**src/hw/rtl/srp_pkg.sv**
```systemverilog
// ----------------------------------------------------------------------------
// srp_pkg: shared types and constants for the stepper ramp profile
// Widths of the step counters and of the shared multiply/divide unit, command,
// phase, run mode and register index codes, and register reset values.
// ----------------------------------------------------------------------------
package srp_pkg;

    localparam int STEP_COUNT_WIDTH = 16;

    localparam int SPEED_W = 8;
    localparam int TICK_W  = 16;
    localparam int OFS_W   = 16;
    localparam int CFG_W   = 16;
    localparam int IDX_W   = 3;
    localparam int CMD_W   = 2;
    localparam int PHASE_W = 3;
    localparam int PM_W    = 10;
    localparam int MOVE_W  = 16;

    // shared unit sizing: quotient bits, divisor bits, remainder bits
    localparam int QW    = (STEP_COUNT_WIDTH > PM_W) ? STEP_COUNT_WIDTH : PM_W;
    localparam int DW    = (STEP_COUNT_WIDTH + 1 > PM_W) ? STEP_COUNT_WIDTH + 1 : PM_W;
    localparam int RW    = DW + QW;
    localparam int PW    = STEP_COUNT_WIDTH + PM_W;
    localparam int CNT_W = $clog2(QW);
    localparam int CMPW  = (STEP_COUNT_WIDTH > CFG_W) ? STEP_COUNT_WIDTH : CFG_W;

    typedef logic [STEP_COUNT_WIDTH-1:0] t_steps;
    typedef logic [STEP_COUNT_WIDTH:0]   t_steps_x;
    typedef logic [SPEED_W-1:0]          t_speed;
    typedef logic [TICK_W-1:0]           t_tick;
    typedef logic [OFS_W-1:0]            t_ofs;
    typedef logic [PM_W-1:0]             t_pm;
    typedef logic [RW-1:0]               t_rem;
    typedef logic [QW-1:0]               t_quo;
    typedef logic [CNT_W-1:0]            t_cnt;
    typedef logic [PW-1:0]               t_prod;
    typedef logic [CMPW-1:0]             t_cmp;

    localparam t_pm    PERMILLE_PM      = 10'd1000;
    localparam t_tick  TICK_LIMIT       = 16'd65000;
    localparam t_speed MAX_SPEED_RST    = 8'd255;
    localparam t_speed MIN_SPEED_RST    = 8'd50;
    localparam t_tick  RAMP_TICKS_RST   = 16'd30;
    localparam t_tick  CALIB_STEADY_RST = 16'd20000;
    localparam t_ofs   SENSOR_OFS_RST   = 16'd10;

    typedef enum logic [CMD_W-1:0] {
        CMD_TICK        = 2'd0,
        CMD_PULSE       = 2'd1,
        CMD_START_MOVE  = 2'd2,
        CMD_START_CALIB = 2'd3
    } t_cmd;

    typedef enum logic [PHASE_W-1:0] {
        PH_IDLE   = 3'd0,
        PH_ACCEL  = 3'd1,
        PH_STEADY = 3'd2,
        PH_DECEL  = 3'd3,
        PH_CALIB  = 3'd4
    } t_phase;

    typedef enum logic [1:0] {
        RM_CALIB = 2'd0,
        RM_LONG  = 2'd1,
        RM_SHORT = 2'd2,
        RM_NONE  = 2'd3
    } t_run_mode;

    typedef enum logic [IDX_W-1:0] {
        REG_MAX_SPEED    = 3'd0,
        REG_MIN_SPEED    = 3'd1,
        REG_RAMP_TICKS   = 3'd2,
        REG_CALIB_STEADY = 3'd3,
        REG_STOP_SENSOR  = 3'd4,
        REG_SENSOR_OFS   = 3'd5
    } t_reg_idx;

endpackage

```
**src/hw/rtl/srp_in_if.sv**
```systemverilog
// ----------------------------------------------------------------------------
// srp_in_if: command channel
// Valid/ready channel carrying one command with its step count and sensor level.
// ----------------------------------------------------------------------------
interface srp_in_if;
    logic                      valid;
    logic                      ready;
    logic [srp_pkg::CMD_W-1:0] cmd;
    logic [srp_pkg::MOVE_W-1:0] move_steps;
    logic                      position_sensor;

    modport source (output valid, output cmd, output move_steps, output position_sensor,
                    input ready);
    modport sink   (input valid, input cmd, input move_steps, input position_sensor,
                    output ready);
endinterface

```
**src/hw/rtl/srp_out_if.sv**
```systemverilog
// ----------------------------------------------------------------------------
// srp_out_if: status channel
// Valid/ready channel carrying the speed code, run flag, phase and pulse level.
// ----------------------------------------------------------------------------
interface srp_out_if;
    logic                        valid;
    logic                        ready;
    logic [srp_pkg::SPEED_W-1:0] speed_code;
    logic                        motor_active;
    logic [srp_pkg::PHASE_W-1:0] phase;
    logic                        step_level;

    modport source (output valid, output speed_code, output motor_active, output phase,
                    output step_level, input ready);
    modport sink   (input valid, input speed_code, input motor_active, input phase,
                    input step_level, output ready);
endinterface

```
**src/hw/rtl/srp_cfg_if.sv**
```systemverilog
// ----------------------------------------------------------------------------
// srp_cfg_if: register write channel
// Valid/ready channel carrying a register index and write data.
// ----------------------------------------------------------------------------
interface srp_cfg_if;
    logic                      valid;
    logic                      ready;
    logic [srp_pkg::IDX_W-1:0] wr_index;
    logic [srp_pkg::CFG_W-1:0] wr_data;

    modport source (output valid, output wr_index, output wr_data, input ready);
    modport sink   (input valid, input wr_index, input wr_data, output ready);
endinterface

```
**src/hw/rtl/stepper_ramp_profile.sv**
```systemverilog
// ----------------------------------------------------------------------------
// stepper_ramp_profile: trapezoidal speed profile for a VCO-driven stepper
// Ramps the speed code on timer ticks, runs calibration and move phase machines
// on step feedback, computes the deceleration split with a shared unit.
// ----------------------------------------------------------------------------
// Usage:
//   i_in  : one command per transaction (tick, step pulse, start move, start
//           calibration) with move_steps and position_sensor.
//   o_res : exactly one status transaction per command: speed code, run flag,
//           phase and step pin level after that command.
//   i_cfg : register writes, always ready; write only while the block is idle.
// Sequencing:
//   Most commands pass from acceptance through an execute state and a done
//   state, the status being registered out of the done state.
//   A pulse that completes calibration with a nonzero step total, and a start
//   move that takes the short profile, run one multiply and QW (16) restoring
//   divide steps in the shared unit before the done state.
//   i_in.ready is high only while the sequencer is idle.
// Reset: synchronous, active low; configuration and profile registers return
//   to their reset values, the output register is emptied.
// Stall: the status register holds until taken; the next command is accepted
//   meanwhile, and its status waits in the sequencer for the register to free.
// ----------------------------------------------------------------------------
module stepper_ramp_profile (
    input  logic      i_clk,
    input  logic      i_rst_n,
    srp_in_if.sink    i_in,
    srp_out_if.source o_res,
    srp_cfg_if.sink   i_cfg
);

    typedef enum logic [5:0] {
        ST_IDLE = 6'b000001,
        ST_EXEC = 6'b000010,
        ST_MUL  = 6'b000100,
        ST_DIV  = 6'b001000,
        ST_FIN  = 6'b010000,
        ST_DONE = 6'b100000
    } t_state;

    t_state r_state, n_state;

    // configuration
    srp_pkg::t_speed r_max_speed, n_max_speed;
    srp_pkg::t_speed r_min_speed, n_min_speed;
    srp_pkg::t_tick  r_ramp_ticks, n_ramp_ticks;
    srp_pkg::t_tick  r_calib_steady, n_calib_steady;
    logic            r_stop_on_sensor, n_stop_on_sensor;
    srp_pkg::t_ofs   r_sensor_ofs, n_sensor_ofs;

    // profile state
    srp_pkg::t_speed    r_speed, n_speed;
    srp_pkg::t_tick     r_tick, n_tick;
    logic               r_ramping_up, n_ramping_up;
    logic               r_running, n_running;
    srp_pkg::t_run_mode r_run_mode, n_run_mode;
    srp_pkg::t_phase    r_phase, n_phase;
    srp_pkg::t_steps    r_steps_done, n_steps_done;
    srp_pkg::t_steps    r_target, n_target;
    srp_pkg::t_steps    r_accel, n_accel;
    srp_pkg::t_steps    r_decel, n_decel;
    srp_pkg::t_steps    r_steady, n_steady;
    srp_pkg::t_pm       r_decel_permille, n_decel_permille;
    srp_pkg::t_steps    r_decel_point, n_decel_point;
    srp_pkg::t_steps    r_short_point, n_short_point;
    logic               r_sensor_seen, n_sensor_seen;
    srp_pkg::t_ofs      r_offset_left, n_offset_left;
    logic               r_pulse_level, n_pulse_level;

    // latched command
    logic [srp_pkg::CMD_W-1:0]  r_cmd, n_cmd;
    logic [srp_pkg::MOVE_W-1:0] r_move_steps, n_move_steps;
    logic                       r_sensor, n_sensor;

    // shared multiply / divide unit
    srp_pkg::t_steps r_ma, n_ma;
    srp_pkg::t_pm    r_mb, n_mb;
    srp_pkg::t_rem   r_rem, n_rem;
    srp_pkg::t_rem   r_dvs, n_dvs;
    srp_pkg::t_quo   r_quo, n_quo;
    srp_pkg::t_cnt   r_cnt, n_cnt;
    logic            r_div_part, n_div_part;
    srp_pkg::t_prod  mul_p;

    // status register
    logic                        r_out_valid, n_out_valid;
    srp_pkg::t_speed             r_out_speed, n_out_speed;
    logic                        r_out_active, n_out_active;
    logic [srp_pkg::PHASE_W-1:0] r_out_phase, n_out_phase;
    logic                        r_out_level, n_out_level;

    assign i_in.ready  = (r_state == ST_IDLE);
    assign i_cfg.ready = 1'b1;

    assign o_res.valid        = r_out_valid;
    assign o_res.speed_code   = r_out_speed;
    assign o_res.motor_active = r_out_active;
    assign o_res.phase        = r_out_phase;
    assign o_res.step_level   = r_out_level;

    assign mul_p = srp_pkg::t_prod'(r_ma) * srp_pkg::t_prod'(r_mb);

    always_comb begin
        logic             stop_chk;
        srp_pkg::t_tick   tick_inc;
        srp_pkg::t_steps_x total;

        stop_chk = 1'b0;
        tick_inc = '0;
        total    = '0;

        n_state          = r_state;
        n_max_speed      = r_max_speed;
        n_min_speed      = r_min_speed;
        n_ramp_ticks     = r_ramp_ticks;
        n_calib_steady   = r_calib_steady;
        n_stop_on_sensor = r_stop_on_sensor;
        n_sensor_ofs     = r_sensor_ofs;
        n_speed          = r_speed;
        n_tick           = r_tick;
        n_ramping_up     = r_ramping_up;
        n_running        = r_running;
        n_run_mode       = r_run_mode;
        n_phase          = r_phase;
        n_steps_done     = r_steps_done;
        n_target         = r_target;
        n_accel          = r_accel;
        n_decel          = r_decel;
        n_steady         = r_steady;
        n_decel_permille = r_decel_permille;
        n_decel_point    = r_decel_point;
        n_short_point    = r_short_point;
        n_sensor_seen    = r_sensor_seen;
        n_offset_left    = r_offset_left;
        n_pulse_level    = r_pulse_level;
        n_cmd            = r_cmd;
        n_move_steps     = r_move_steps;
        n_sensor         = r_sensor;
        n_ma             = r_ma;
        n_mb             = r_mb;
        n_rem            = r_rem;
        n_dvs            = r_dvs;
        n_quo            = r_quo;
        n_cnt            = r_cnt;
        n_div_part       = r_div_part;
        n_out_valid      = r_out_valid & ~o_res.ready;
        n_out_speed      = r_out_speed;
        n_out_active     = r_out_active;
        n_out_phase      = r_out_phase;
        n_out_level      = r_out_level;

        case (r_state)
            ST_IDLE: begin
                if (i_in.valid) begin
                    n_cmd        = i_in.cmd;
                    n_move_steps = i_in.move_steps;
                    n_sensor     = i_in.position_sensor;
                    n_state      = ST_EXEC;
                end
            end

            ST_EXEC: begin
                n_state = ST_DONE;
                case (r_cmd)
                    srp_pkg::CMD_TICK: begin
                        tick_inc = (r_tick < srp_pkg::TICK_LIMIT) ? r_tick + 1'b1 : r_tick;
                        n_tick   = tick_inc;
                        if (tick_inc >= r_ramp_ticks) begin
                            n_tick = '0;
                            if (r_ramping_up) begin
                                if (r_speed < r_max_speed) n_speed = r_speed + 1'b1;
                            end else begin
                                if (r_speed > r_min_speed) n_speed = r_speed - 1'b1;
                            end
                        end
                    end

                    srp_pkg::CMD_PULSE: begin
                        if (r_running && r_run_mode != srp_pkg::RM_NONE) begin
                            n_steps_done = (&r_steps_done) ? r_steps_done
                                                           : r_steps_done + 1'b1;
                            if (r_run_mode != srp_pkg::RM_CALIB)
                                n_pulse_level = ~r_pulse_level;
                            case (r_run_mode)
                                srp_pkg::RM_CALIB: begin
                                    if (r_phase == srp_pkg::PH_ACCEL) begin
                                        if (r_speed >= r_max_speed) begin
                                            n_accel = n_steps_done;
                                            n_phase = srp_pkg::PH_STEADY;
                                        end
                                    end else if (r_phase == srp_pkg::PH_STEADY) begin
                                        if (r_speed >= r_max_speed && r_ramping_up)
                                            n_steady = (&r_steady) ? r_steady : r_steady + 1'b1;
                                        else if (!r_ramping_up)
                                            n_phase = srp_pkg::PH_DECEL;
                                    end else if (r_phase == srp_pkg::PH_DECEL) begin
                                        if (!r_ramping_up)
                                            n_decel = (&r_decel) ? r_decel : r_decel + 1'b1;
                                        if (r_speed <= r_min_speed) begin
                                            n_phase   = srp_pkg::PH_CALIB;
                                            n_running = 1'b0;
                                            total = srp_pkg::t_steps_x'(r_accel)
                                                  + srp_pkg::t_steps_x'(n_decel);
                                            if (total == '0) begin
                                                n_decel_permille = '0;
                                            end else begin
                                                // permille = decel * 1000 / total
                                                n_ma       = n_decel;
                                                n_mb       = srp_pkg::PERMILLE_PM;
                                                n_dvs      = srp_pkg::t_rem'(total)
                                                             << (srp_pkg::QW - 1);
                                                n_div_part = 1'b0;
                                                n_state    = ST_MUL;
                                            end
                                        end
                                    end
                                end
                                srp_pkg::RM_LONG: begin
                                    if (r_phase == srp_pkg::PH_ACCEL) begin
                                        if (r_speed >= r_max_speed) begin
                                            n_decel_point = (r_target > r_decel)
                                                          ? r_target - r_decel : '0;
                                            n_phase = srp_pkg::PH_STEADY;
                                        end
                                    end else if (r_phase == srp_pkg::PH_STEADY) begin
                                        if (n_steps_done >= r_decel_point) begin
                                            n_ramping_up = 1'b0;
                                            n_phase      = srp_pkg::PH_DECEL;
                                        end
                                    end else if (r_phase == srp_pkg::PH_DECEL) begin
                                        stop_chk = 1'b1;
                                    end
                                end
                                srp_pkg::RM_SHORT: begin
                                    if (r_phase == srp_pkg::PH_ACCEL) begin
                                        if (n_steps_done >= r_short_point) begin
                                            n_ramping_up = 1'b0;
                                            n_phase      = srp_pkg::PH_STEADY;
                                        end
                                    end else if (r_phase == srp_pkg::PH_STEADY) begin
                                        stop_chk = 1'b1;
                                    end
                                end
                                default: ;
                            endcase

                            // final phase of a move: stop on count or sensor + offset
                            if (stop_chk) begin
                                if (r_stop_on_sensor) begin
                                    if (r_sensor || r_sensor_seen) begin
                                        n_sensor_seen = 1'b1;
                                        if (r_offset_left <= srp_pkg::t_ofs'(1)) begin
                                            n_running        = 1'b0;
                                            n_stop_on_sensor = 1'b0;
                                            n_offset_left    = r_sensor_ofs;
                                            n_sensor_seen    = 1'b0;
                                        end else begin
                                            n_offset_left = r_offset_left - 1'b1;
                                        end
                                    end
                                end else if (n_steps_done >= r_target) begin
                                    n_running = 1'b0;
                                end
                            end
                        end
                    end

                    srp_pkg::CMD_START_MOVE: begin
                        n_phase      = srp_pkg::PH_ACCEL;
                        n_steps_done = '0;
                        n_target     = srp_pkg::t_steps'(r_move_steps);
                        if (srp_pkg::t_steps_x'(n_target) <= srp_pkg::t_steps_x'(r_accel)
                                                            + srp_pkg::t_steps_x'(r_decel)) begin
                            // short profile: split point = target - target*permille/1000
                            n_run_mode = srp_pkg::RM_SHORT;
                            n_ma       = n_target;
                            n_mb       = r_decel_permille;
                            n_dvs      = srp_pkg::t_rem'(srp_pkg::PERMILLE_PM)
                                         << (srp_pkg::QW - 1);
                            n_div_part = 1'b1;
                            n_state    = ST_MUL;
                        end else begin
                            n_run_mode = srp_pkg::RM_LONG;
                        end
                        n_offset_left = r_sensor_ofs;
                        n_sensor_seen = 1'b0;
                        n_ramping_up  = 1'b1;
                        n_running     = 1'b1;
                    end

                    default: begin
                        n_run_mode    = srp_pkg::RM_CALIB;
                        n_phase       = srp_pkg::PH_ACCEL;
                        n_steps_done  = '0;
                        n_accel       = '0;
                        n_decel       = '0;
                        n_steady      = '0;
                        n_offset_left = r_sensor_ofs;
                        n_sensor_seen = 1'b0;
                        n_ramping_up  = 1'b1;
                        n_running     = 1'b1;
                    end
                endcase

                if (n_running && n_run_mode == srp_pkg::RM_CALIB
                        && srp_pkg::t_cmp'(n_steady) > srp_pkg::t_cmp'(r_calib_steady))
                    n_ramping_up = 1'b0;
            end

            ST_MUL: begin
                n_rem   = srp_pkg::t_rem'(mul_p);
                n_quo   = '0;
                n_cnt   = '0;
                n_state = ST_DIV;
            end

            ST_DIV: begin
                // restoring divide, one quotient bit a cycle
                if (r_rem >= r_dvs) begin
                    n_rem = r_rem - r_dvs;
                    n_quo = {r_quo[srp_pkg::QW-2:0], 1'b1};
                end else begin
                    n_quo = {r_quo[srp_pkg::QW-2:0], 1'b0};
                end
                n_dvs = r_dvs >> 1;
                n_cnt = r_cnt + 1'b1;
                if (r_cnt == srp_pkg::t_cnt'(srp_pkg::QW - 1))
                    n_state = ST_FIN;
            end

            ST_FIN: begin
                if (r_div_part)
                    n_short_point = r_target - r_quo[srp_pkg::STEP_COUNT_WIDTH-1:0];
                else
                    n_decel_permille = r_quo[srp_pkg::PM_W-1:0];
                n_state = ST_DONE;
            end

            ST_DONE: begin
                if (!r_out_valid || o_res.ready) begin
                    n_out_valid  = 1'b1;
                    n_out_speed  = r_speed;
                    n_out_active = r_running;
                    n_out_phase  = r_phase;
                    n_out_level  = r_pulse_level;
                    n_state      = ST_IDLE;
                end
            end

            default: n_state = ST_IDLE;
        endcase

        if (i_cfg.valid) begin
            case (i_cfg.wr_index)
                srp_pkg::REG_MAX_SPEED:    n_max_speed      = i_cfg.wr_data[srp_pkg::SPEED_W-1:0];
                srp_pkg::REG_MIN_SPEED:    n_min_speed      = i_cfg.wr_data[srp_pkg::SPEED_W-1:0];
                srp_pkg::REG_RAMP_TICKS:   n_ramp_ticks     = i_cfg.wr_data;
                srp_pkg::REG_CALIB_STEADY: n_calib_steady   = i_cfg.wr_data;
                srp_pkg::REG_STOP_SENSOR:  n_stop_on_sensor = i_cfg.wr_data[0];
                srp_pkg::REG_SENSOR_OFS:   n_sensor_ofs     = i_cfg.wr_data;
                default: ;
            endcase
        end
    end

    always_ff @(posedge i_clk) begin
        if (!i_rst_n) begin
            r_state          <= ST_IDLE;
            r_out_valid      <= 1'b0;
            r_max_speed      <= srp_pkg::MAX_SPEED_RST;
            r_min_speed      <= srp_pkg::MIN_SPEED_RST;
            r_ramp_ticks     <= srp_pkg::RAMP_TICKS_RST;
            r_calib_steady   <= srp_pkg::CALIB_STEADY_RST;
            r_stop_on_sensor <= 1'b0;
            r_sensor_ofs     <= srp_pkg::SENSOR_OFS_RST;
            r_speed          <= srp_pkg::MIN_SPEED_RST;
            r_tick           <= '0;
            r_ramping_up     <= 1'b0;
            r_running        <= 1'b0;
            r_run_mode       <= srp_pkg::RM_CALIB;
            r_phase          <= srp_pkg::PH_IDLE;
            r_steps_done     <= '0;
            r_target         <= '0;
            r_accel          <= '0;
            r_decel          <= '0;
            r_steady         <= '0;
            r_decel_permille <= '0;
            r_decel_point    <= '0;
            r_short_point    <= '0;
            r_sensor_seen    <= 1'b0;
            r_offset_left    <= srp_pkg::SENSOR_OFS_RST;
            r_pulse_level    <= 1'b0;
        end else begin
            r_state          <= n_state;
            r_out_valid      <= n_out_valid;
            r_max_speed      <= n_max_speed;
            r_min_speed      <= n_min_speed;
            r_ramp_ticks     <= n_ramp_ticks;
            r_calib_steady   <= n_calib_steady;
            r_stop_on_sensor <= n_stop_on_sensor;
            r_sensor_ofs     <= n_sensor_ofs;
            r_speed          <= n_speed;
            r_tick           <= n_tick;
            r_ramping_up     <= n_ramping_up;
            r_running        <= n_running;
            r_run_mode       <= n_run_mode;
            r_phase          <= n_phase;
            r_steps_done     <= n_steps_done;
            r_target         <= n_target;
            r_accel          <= n_accel;
            r_decel          <= n_decel;
            r_steady         <= n_steady;
            r_decel_permille <= n_decel_permille;
            r_decel_point    <= n_decel_point;
            r_short_point    <= n_short_point;
            r_sensor_seen    <= n_sensor_seen;
            r_offset_left    <= n_offset_left;
            r_pulse_level    <= n_pulse_level;
        end
    end

    always_ff @(posedge i_clk) begin
        r_cmd        <= n_cmd;
        r_move_steps <= n_move_steps;
        r_sensor     <= n_sensor;
        r_ma         <= n_ma;
        r_mb         <= n_mb;
        r_rem        <= n_rem;
        r_dvs        <= n_dvs;
        r_quo        <= n_quo;
        r_cnt        <= n_cnt;
        r_div_part   <= n_div_part;
        r_out_speed  <= n_out_speed;
        r_out_active <= n_out_active;
        r_out_phase  <= n_out_phase;
        r_out_level  <= n_out_level;
    end

    // the split ratio can never exceed one
    a_permille_range: assert property (@(posedge i_clk) disable iff (!i_rst_n)
        r_decel_permille <= srp_pkg::PERMILLE_PM)
        else $error("decel permille above 1000");

    // status only becomes valid out of the final sequencer state
    a_out_from_done: assert property (@(posedge i_clk) disable iff (!i_rst_n)
        $rose(r_out_valid) |-> $past(r_state == ST_DONE))
        else $error("status loaded outside done state");

    // the divide runs exactly QW steps before finishing
    a_div_length: assert property (@(posedge i_clk) disable iff (!i_rst_n)
        (r_state == ST_DIV && r_cnt != srp_pkg::t_cnt'(srp_pkg::QW - 1)) |=> r_state == ST_DIV)
        else $error("divide ended early");

    // a divide is only started by a calibration end or a short move start
    a_mul_entry: assert property (@(posedge i_clk) disable iff (!i_rst_n)
        $rose(r_state == ST_MUL) |->
            ($past(r_cmd) == srp_pkg::CMD_PULSE || $past(r_cmd) == srp_pkg::CMD_START_MOVE))
        else $error("divide started by wrong command");

endmodule

```
**src/flat_wrapper.sv**
```systemverilog
// flat-port wrapper written by rule: the top's interface ports become plain ports
module stepper_ramp_profile_flat 
  (i_clk, i_rst_n, i_in_valid, i_in_cmd, i_in_move_steps, i_in_position_sensor, i_in_ready, o_res_valid, o_res_speed_code, o_res_motor_active, o_res_phase, o_res_step_level, o_res_ready, i_cfg_valid, i_cfg_wr_index, i_cfg_wr_data, i_cfg_ready);
  srp_in_if i_in_i ();
  srp_out_if o_res_i ();
  srp_cfg_if i_cfg_i ();
  input  logic i_clk;
  input  logic i_rst_n;
  input wire logic [$bits(i_in_i.valid)-1:0] i_in_valid;
  input wire logic [$bits(i_in_i.cmd)-1:0] i_in_cmd;
  input wire logic [$bits(i_in_i.move_steps)-1:0] i_in_move_steps;
  input wire logic [$bits(i_in_i.position_sensor)-1:0] i_in_position_sensor;
  output wire logic [$bits(i_in_i.ready)-1:0] i_in_ready;
  output wire logic [$bits(o_res_i.valid)-1:0] o_res_valid;
  output wire logic [$bits(o_res_i.speed_code)-1:0] o_res_speed_code;
  output wire logic [$bits(o_res_i.motor_active)-1:0] o_res_motor_active;
  output wire logic [$bits(o_res_i.phase)-1:0] o_res_phase;
  output wire logic [$bits(o_res_i.step_level)-1:0] o_res_step_level;
  input wire logic [$bits(o_res_i.ready)-1:0] o_res_ready;
  input wire logic [$bits(i_cfg_i.valid)-1:0] i_cfg_valid;
  input wire logic [$bits(i_cfg_i.wr_index)-1:0] i_cfg_wr_index;
  input wire logic [$bits(i_cfg_i.wr_data)-1:0] i_cfg_wr_data;
  output wire logic [$bits(i_cfg_i.ready)-1:0] i_cfg_ready;
  assign i_in_i.valid = i_in_valid;
  assign i_in_i.cmd = i_in_cmd;
  assign i_in_i.move_steps = i_in_move_steps;
  assign i_in_i.position_sensor = i_in_position_sensor;
  assign i_in_ready = i_in_i.ready;
  assign o_res_valid = o_res_i.valid;
  assign o_res_speed_code = o_res_i.speed_code;
  assign o_res_motor_active = o_res_i.motor_active;
  assign o_res_phase = o_res_i.phase;
  assign o_res_step_level = o_res_i.step_level;
  assign o_res_i.ready = o_res_ready;
  assign i_cfg_i.valid = i_cfg_valid;
  assign i_cfg_i.wr_index = i_cfg_wr_index;
  assign i_cfg_i.wr_data = i_cfg_wr_data;
  assign i_cfg_ready = i_cfg_i.ready;
  stepper_ramp_profile u_core (.i_clk(i_clk), .i_rst_n(i_rst_n), .i_in(i_in_i), .o_res(o_res_i), .i_cfg(i_cfg_i));
endmodule
```
**config.mk**
```make
export PLATFORM = sky130hd
export DESIGN_NAME = stepper_ramp_profile_flat
export DESIGN_NICKNAME = d
export VERILOG_FILES = /design/src/hw/rtl/srp_pkg.sv /design/src/hw/rtl/srp_in_if.sv /design/src/hw/rtl/srp_out_if.sv /design/src/hw/rtl/srp_cfg_if.sv /design/src/hw/rtl/stepper_ramp_profile.sv /design/src/flat_wrapper.sv
export SDC_FILE = /design/constraint.sdc
export NUM_CORES = 1
export LEC_CHECK = 0
export BUFFER_PORTS_ARGS = -buffer_cell sky130_fd_sc_hd__buf_2
export CORE_UTILIZATION = 50
export DETAILED_ROUTE_END_ITERATION = 10
export HOLD_SLACK_MARGIN = 0.03
export PLACE_DENSITY = 0.7
export SETUP_SLACK_MARGIN = 0.4
export SKIP_CTS_REPAIR_TIMING = 1
export SLEW_MARGIN = 30
export SYNTH_ARGS = -nofsm -noshare
export SYNTH_HDL_FRONTEND = slang
export SYNTH_SLANG_ARGS = --single-unit
```
**constraint.sdc**
```tcl
create_clock -name i_clk -period 19.8 [get_ports i_clk]
set_input_delay 2.97 -clock i_clk [delete_from_list [all_inputs] [get_ports i_clk]]
set_output_delay 2.97 -clock i_clk [all_outputs]
set_load 0.02 [all_outputs]
```
==> results of run 1 <==
## cell usage in the layout, fill, tap and decap left out, types with 12 or more instances in the layout
cell | Yosys | layout
o31ai_1 | 18 | 18
edfxtp_1 | 144 | 144
a21oi_1 | 281 | 281
nor3_1 | 59 | 59
ha_1 | 289 | 288
buf_2 | 2 | 57
clkbuf_8 | 1 | 13
nand3_1 | 111 | 111
nor4_1 | 17 | 17
o211ai_1 | 36 | 36
o22ai_1 | 13 | 13
a211oi_1 | 25 | 24
fa_1 | 116 | 116
nand2b_1 | 33 | 33
nor2b_1 | 20 | 20
a21o_1 | 58 | 58
xnor2_1 | 85 | 85
buf_4 | 4 | 19
inv_1 | 313 | 313
nand2_1 | 500 | 500
a22o_1 | 14 | 14
nand4_1 | 45 | 45
o21a_1 | 22 | 22
nor2_1 | 269 | 269
a31oi_1 | 18 | 18
mux2i_1 | 12 | 12
o21ai_0 | 176 | 176
clkbuf_16 | 0 | 48
or3_1 | 24 | 24
mux2_2 | 17 | 17
a22oi_1 | 37 | 37
and2_1 | 81 | 81
xor2_1 | 50 | 50
nand3b_1 | 14 | 14
o21bai_1 | 16 | 16
and3_1 | 21 | 21
dfxtp_1 | 243 | 243
## worst reg2reg max path, stage by stage, from the launching register on
cell and delay (ns):
edfxtp_1 0.66, nand2_1 0.16, fa_1 0.52, fa_1 0.55, fa_1 0.44, fa_1 0.55, inv_1 0.06, fa_1 0.49
ha_1 0.35, o21ai_0 0.31, nor3_1 0.14, a2111oi_0 0.74, o21ai_0 0.27, nand2_1 0.15, o21ai_0 0.15, a21oi_1 0.21
xor2_1 0.16, o21ai_0 0.08
## sequential cells by signal, summed over array words and instances (netlist names), 10 cells and up
signal	flops
u_core.r_accel	16
u_core.r_calib_steady	16
u_core.r_decel	16
u_core.r_decel_permille	10
u_core.r_decel_point	16
u_core.r_dvs	32
u_core.r_ma	16
u_core.r_mb	10
u_core.r_move_steps	16
u_core.r_offset_left	16
u_core.r_quo	16
u_core.r_ramp_ticks	16
u_core.r_rem	33
u_core.r_sensor_ofs	16
u_core.r_short_point	16
u_core.r_steady	16
u_core.r_steps_done	16
u_core.r_target	16
u_core.r_tick	16
## kinds of logic (layout without fill, tap and decap cells)
group	count (synthesis)	in the layout	synth area share
xor+xnor	135	135	0.0405
simple gates	1247	1247	0.198
buf+inv	453	477	0.0594
flops	387	387	0.315
fa+ha+maj	405	405	0.203
other cells	1	1	0.000128
mux	29	29	0.0107
compound gates	805	805	0.173
## routing by layer
metal / share of wire / global-route usage
met5: 0 / 0
met4: 0.036 / 0.0965
met3: 0.047 / 0.0295
met2: 0.47 / 0.427
met1: 0.44 / 0.338
## per-stage QoR
step,utilization,instance area (um2)
floorplan,-,29200
global placement,0.521,30100
detailed placement,0.522,30100
CTS,0.551,31800
global route,0.551,31800
finish,0.551,31800
## power by group
group / total [mW] / leakage [nW] / switching (mW) / internal [mW]
sequential: 0.882 / 3.23 / 0.0194 / 0.863
combinational: 0.581 / 9.27 / 0.354 / 0.227
clock: 0.934 / 0.834 / 0.360 / 0.574
## cell type report
type	instances	area share
Multi-Input combinational cell	2622	0.576
Clock inverter	18	0.00937
Sequential cell	387	0.289
Inverter	316	0.0375
Tap cell	765	0.0301
Timing Repair Buffer	77	0.0138
Clock buffer	66	0.0440
## how the worst max path moves through the flow
stage | from | endpoint | slack (ns) | cells after the start
finish | u_core.r_mb[3] | u_core.r_rem[23] | 13.54 | 17
global route | u_core.r_mb[3] | u_core.r_rem[23] | 13.07 | 17
CTS | u_core.r_mb[3] | u_core.r_rem[23] | 13.52 | 17
detailed placement | u_core.r_mb[3] | u_core.r_rem[23] | 13.56 | 17
global placement | u_core.r_mb[3] | u_core.r_rem[23] | 13.54 | 17
floorplan | u_core.r_decel[0] | u_core.r_dvs[0] | 12.97 | 17
==> out/results.ini, run 1 <==
[finish]
insertedDiodeCount=0
design.final.nets=3897
area.sequential_um2=9190
fillers=5352
flow.area_growth_from_synthesis_pct=8.86
final_cells=4251
multiInputGateArea_um2=18300
post_route_cells_drive_above_1_share=0.0620

[global_route]
global_route.usage.total=0.255
grt_pass1_wl_um=123000
grt_antenna_before_repair=0
gr-total-overflow=0
vias_in_the_first_global_route=23213
grt_max_degree=95

[worst_setup_path]
timing.critical_path.arrival_ns=6.57
cp_common_cell=fa_1
critPathMaxFanout=16
reg2reg_from=u_core.r_mb[3]
critPathTopFamily=adder cells
timing.critical_path.slowest_stage_cell=a2111oi_0
timing.rr.end=u_core.r_rem[23]
critPathMaxStageDelay_ns=0.74
r2r_slack_ns=13.54
timing.critical_path.to_type=flip-flop
critical_path.cell_chain=nand2_1 -> fa_1 -> fa_1 -> fa_1 -> fa_1 -> inv_1 -> fa_1 -> ha_1 -> o21ai_0 -> nor3_1 -> a2111oi_0 -> o21ai_0 -> nand2_1 -> o21ai_0 -> a21oi_1 -> xor2_1 -> o21ai_0
cp_data_required_time_ns=20.11
setup.worst_path.class=reg2reg
worst_r2r_path_depth=17
cp_startpoint_kind=flip-flop
worstPathBufferInverterCount=1

[routing]
detailroute.via_count=24423
postRouteAntennaNets=0
drc=0
detail_route.wl_per_cell_um=18.0
route.detailed.vias_per_inst=5.75
detailedRoute.firstPassIterationCount=7
wirelength_um=76500
drtIter0Drc=1886

[min_path]
worstHoldStart=u_core.r_short_point[8]
hp-class=reg2reg
holdPathEnd=u_core.r_short_point[8]
worstHoldPathCells=2

[place]
dpl_worst_slack_ns=13.56
placed_cells_incl_taps=4167
globalplace.congestion=0.962
placement.io_buffers=57
place.detailed.hpwl_um=57600

[clock_tree]
clk-insertion-delay-late_ns=0.61
cts.sink_count=387
cts.path.max_buffers=3
tritoncts.num_buffers=45
cts_tree=done
cts_max_level=2
clock-root-buffer=clkbuf_16
worst_setup_hold_path_clk_slew_ns=0.06

[yosys]
biggest_area_consumer_among_synthesized_cells=dfxtp_1
syn_area_um2=29200
number_of_flops_mapped_to_enable_cells_by_yosys=144
synth_nets=3910
synth_top_cells_by_area=dfxtp_1, edfxtp_1, ha_1
synthTopCellsByCount=nand2_1, inv_1, ha_1
yosys_synthesis_warning_count=0
yosys_most_used_dff=dfxtp_1
async_reset_ff_frac=0
synthesis.area_per_instance_um2=8.44
sequential_fraction_of_the_synthesis_area=0.315
post-synth-top-area-fraction=0.167
netlist-cell-type-count=92
synth_seq_cells=387
synth_cells=3462
yosys.cell_count.top_type=nand2_1

[floorplan]
initial_utilization=0.506
boundaryPins=59
core_area_um2=57700
die_height_um=244
die_width_um=244
placementRows=88
fp.dieArea_um2=59400

[timing]
worst_slew_pin_slew_ns=0.955
fmax_ghz=0.160
holdWs_ns=0.451
timing.max_slew.rel_slack=0.362
timing.final.setup_violations=0
unrepaired_setup_endpoints_after_global_routing=no
finalHoldViolations=0
timing_max_transition_violations_final=0
fin_setup_tns_ns=0
worst_setup_margin_ns=13.54
finalCriticalPeriod_ns=6.26
timing.final.crit_share=0.316
worst_clock_skew_ns=0.0359

[run_status]
run_status=finished, final reports clean

[power]
total_leakage_power_nw=13.3
cellPowerDensity_nw_per_um2=75.4
totalPowerFinal_mw=2.40
vdd.ir_drop.worst_mv=0.0741

[run]
max-cap-violations=0

(Power assumes the default switching activity.)
==> inputs of run 2 (changes only) <==
==> constraint.sdc (replaced) <==
create_clock -name i_clk -period 6.5 [get_ports i_clk]
set_input_delay 0.975 -clock i_clk [delete_from_list [all_inputs] [get_ports i_clk]]
set_output_delay 0.975 -clock i_clk [all_outputs]
set_load 0.02 [all_outputs]
==> out/results.ini, run 2 (synthesis gave the netlist of run 1 again) <==
[power]
total_leakage_power_nw=13.5  ; was 13.3 nW
cellPowerDensity_nw_per_um2=229  ; was 75.4 nW/um2
vdd.ir_drop.worst_mv=0.202  ; was 0.0741 mV

[timing]
fmax_ghz=0.170  ; was 0.160 GHz
timing.max_slew.rel_slack=0.325  ; was 0.362
timing.final.setup_violations=0  ; unchanged
timing_max_transition_violations_final=0  ; unchanged
finalHoldViolations=0  ; unchanged
finalCriticalPeriod_ns=5.87  ; was 6.26 ns
fin_setup_tns_ns=0  ; unchanged
worst_slew_pin_slew_ns=1.01  ; was 0.955 ns
unrepaired_setup_endpoints_after_global_routing=yes  ; was no
timing.final.crit_share=0.903  ; was 0.316
worst_clock_skew_ns=0.0329  ; was 0.0359 ns

[floorplan]
die_width_um=244  ; unchanged
die_height_um=244  ; unchanged
fp.dieArea_um2=59400  ; unchanged
core_area_um2=57700  ; unchanged
boundaryPins=59  ; unchanged
placementRows=88  ; unchanged
initial_utilization=0.506  ; unchanged

[global_route]
grt_max_degree=104  ; was 95
grt_antenna_before_repair=0  ; unchanged
global_route.usage.total=0.254  ; was 0.255
grt_pass1_wl_um=123000  ; about the same
gr-total-overflow=0  ; unchanged
vias_in_the_first_global_route=23368  ; was 23213

[finish]
top_register=u_core.r_rem  ; unchanged
design.final.nets=3936  ; was 3897
post_route_cells_drive_above_1_share=0.0723  ; was 0.0620
biggest_regs=u_core.r_rem x33, u_core.r_dvs x32  ; unchanged
flow.area_growth_from_synthesis_pct=9.91  ; was 8.86%
mostFrequentLayoutCell=nand2_1  ; unchanged
largest_register_ffs=33  ; unchanged
fillers=5274  ; was 5352
insertedDiodeCount=0  ; unchanged
layout_common_cells=nand2_1, inv_1, ha_1  ; unchanged
final_cells=4291  ; was 4251

[routing]
postRouteAntennaNets=0  ; unchanged
route.detailed.vias_per_inst=5.75  ; about the same
wirelength_um=76900  ; was 76500 um
detailedRoute.firstPassIterationCount=6  ; was 7
detailroute.via_count=24662  ; was 24423
drc=0  ; unchanged
detail_route.wl_per_cell_um=17.9  ; was 18.0 um
drtIter0Drc=1706  ; was 1886

[worst_setup_path]
critical_path.cell_chain=and2_1 -> fa_1 -> fa_1 -> fa_1 -> fa_1 -> fa_1 -> ha_1 -> a21oi_1 -> a21oi_1 -> nor2_1 -> o21bai_1 -> a221oi_4 -> o211ai_1 -> o31a_1 -> or4_1 -> nand3_1  ; was nand2_1 -> fa_1 -> fa_1 -> fa_1 -> fa_1 -> inv_1 -> fa_1 -> ha_1 -> o21ai_0 -> nor3_1 -> a2111oi_0 -> o21ai_0 -> nand2_1 -> o21ai_0 -> a21oi_1 -> xor2_1 -> o21ai_0
cp_common_cell=fa_1  ; unchanged
timing.critical_path.arrival_ns=6.34  ; was 6.57 ns
timing.rr.end=u_core.r_rem[24]  ; was u_core.r_rem[23]
reg2reg_from=u_core.r_ma[9]  ; was u_core.r_mb[3]
timing.critical_path.slowest_stage_cell=edfxtp_1  ; was a2111oi_0
worst_r2r_path_depth=16  ; was 17
cp_startpoint_kind=flip-flop  ; unchanged
critPathMaxFanout=10  ; was 16
timing.critical_path.to_type=flip-flop  ; unchanged
cp_data_required_time_ns=6.97  ; was 20.11 ns
setup.worst_path.class=reg2reg  ; unchanged
r2r_slack_ns=0.63  ; was 13.54 ns
critPathMaxStageDelay_ns=0.59  ; was 0.74 ns

[place]
place.detailed.hpwl_um=57500  ; was 57600 um
globalplace.congestion=0.955  ; was 0.962
placement.io_buffers=57  ; unchanged
placed_cells_incl_taps=4174  ; was 4167

[clock_tree]
clock-root-buffer=clkbuf_16  ; unchanged
cts_tree=done  ; unchanged
tritoncts.num_buffers=46  ; was 45
worst_setup_hold_path_clk_slew_ns=0.06  ; about the same
cts_max_level=2  ; unchanged
cts.path.max_buffers=3  ; unchanged
cts.sink_count=387  ; unchanged
clk-insertion-delay-late_ns=0.62  ; was 0.61 ns

[min_path]
worstHoldPathCells=2  ; unchanged
hp-class=reg2reg  ; unchanged
worstHoldStart=u_core.r_short_point[5]  ; was u_core.r_short_point[8]
holdPathEnd=u_core.r_short_point[5]  ; was u_core.r_short_point[8]

[run_status]
run_status=finished, final reports clean  ; unchanged

[run]
max-cap-violations=0  ; unchanged

==> run 2: changes by cell type in the layout (fill, tap and decap cells not counted), moves of 3 or more <==
cell and change:
buf_4 +36, clkbuf_1 +3, clkbuf_8 -9, clkinv_1 +3
==> run 2: power by group <==
part | internal (mW) | switching (mW)
Combinational | 0.724 | 1.11
Sequential | 2.63 | 0.0541
Clock | 1.69 | 1.15
Total | 5.04 | 2.32
==> run 2: critical path, delay by kind of cell, from the launching register on <==
kind | cells | cell delay [ns]
adders and majority gates | 6 | 2.87
AOI/OAI and AO/OA | 6 | 1.32
DFF | 1 | 0.59
and+or+nand+nor | 4 | 0.96
==> run 2: area by class of cell <==
cell class                 instances  area, um2  share of cell area
clock buffer                      61       1310              0.0408
inverter                         316       1190              0.0371
tap                              765        957              0.0298
sequential                       387       9190               0.286
timing repair buffer             115        728              0.0227
multi-input combinational       2622      18400               0.572
clock inverter                    25        365              0.0114
==> run 2: per-layer routing <==
metal | vias up | GRT usage | part of all wire
met4 | 0 | 0.0952 | 0.036
li1 | 12110 | - | -
met5 | - | 0 | 0
met1 | 11762 | 0.339 | 0.45
met3 | 149 | 0.0275 | 0.044
met2 | 641 | 0.424 | 0.47
==> run 2: worst max path at each step <==
stage                 startpoint               end  cells past startpoint
2_1_floorplan  u_core.r_decel[0]   u_core.r_dvs[0]                     17
3_3_place_gp      u_core.r_mb[2]  u_core.r_rem[23]                     18
3_5_place_dp      u_core.r_mb[9]  u_core.r_rem[23]                     18
4_1_cts           u_core.r_mb[9]  u_core.r_rem[23]                     18
5_1_grt           u_core.r_mb[9]  u_core.r_rem[24]                     18
6_report          u_core.r_ma[9]  u_core.r_rem[24]                     16
==> run 2: through the flow <==
step                cell area [um2]  hold WS, ns  power (mW)  setup slack (ns)  utilization
floorplan                     29200        0.406        4.02             0.778            -
global placement              30100        0.421        4.50             0.522        0.522
detailed placement            30200        0.440        4.53             0.431        0.523
CTS                           31800        0.452        7.37             0.434        0.552
global route                  32100        0.459        7.70             0.325        0.556
finish                        32100        0.451        7.36             0.632        0.556
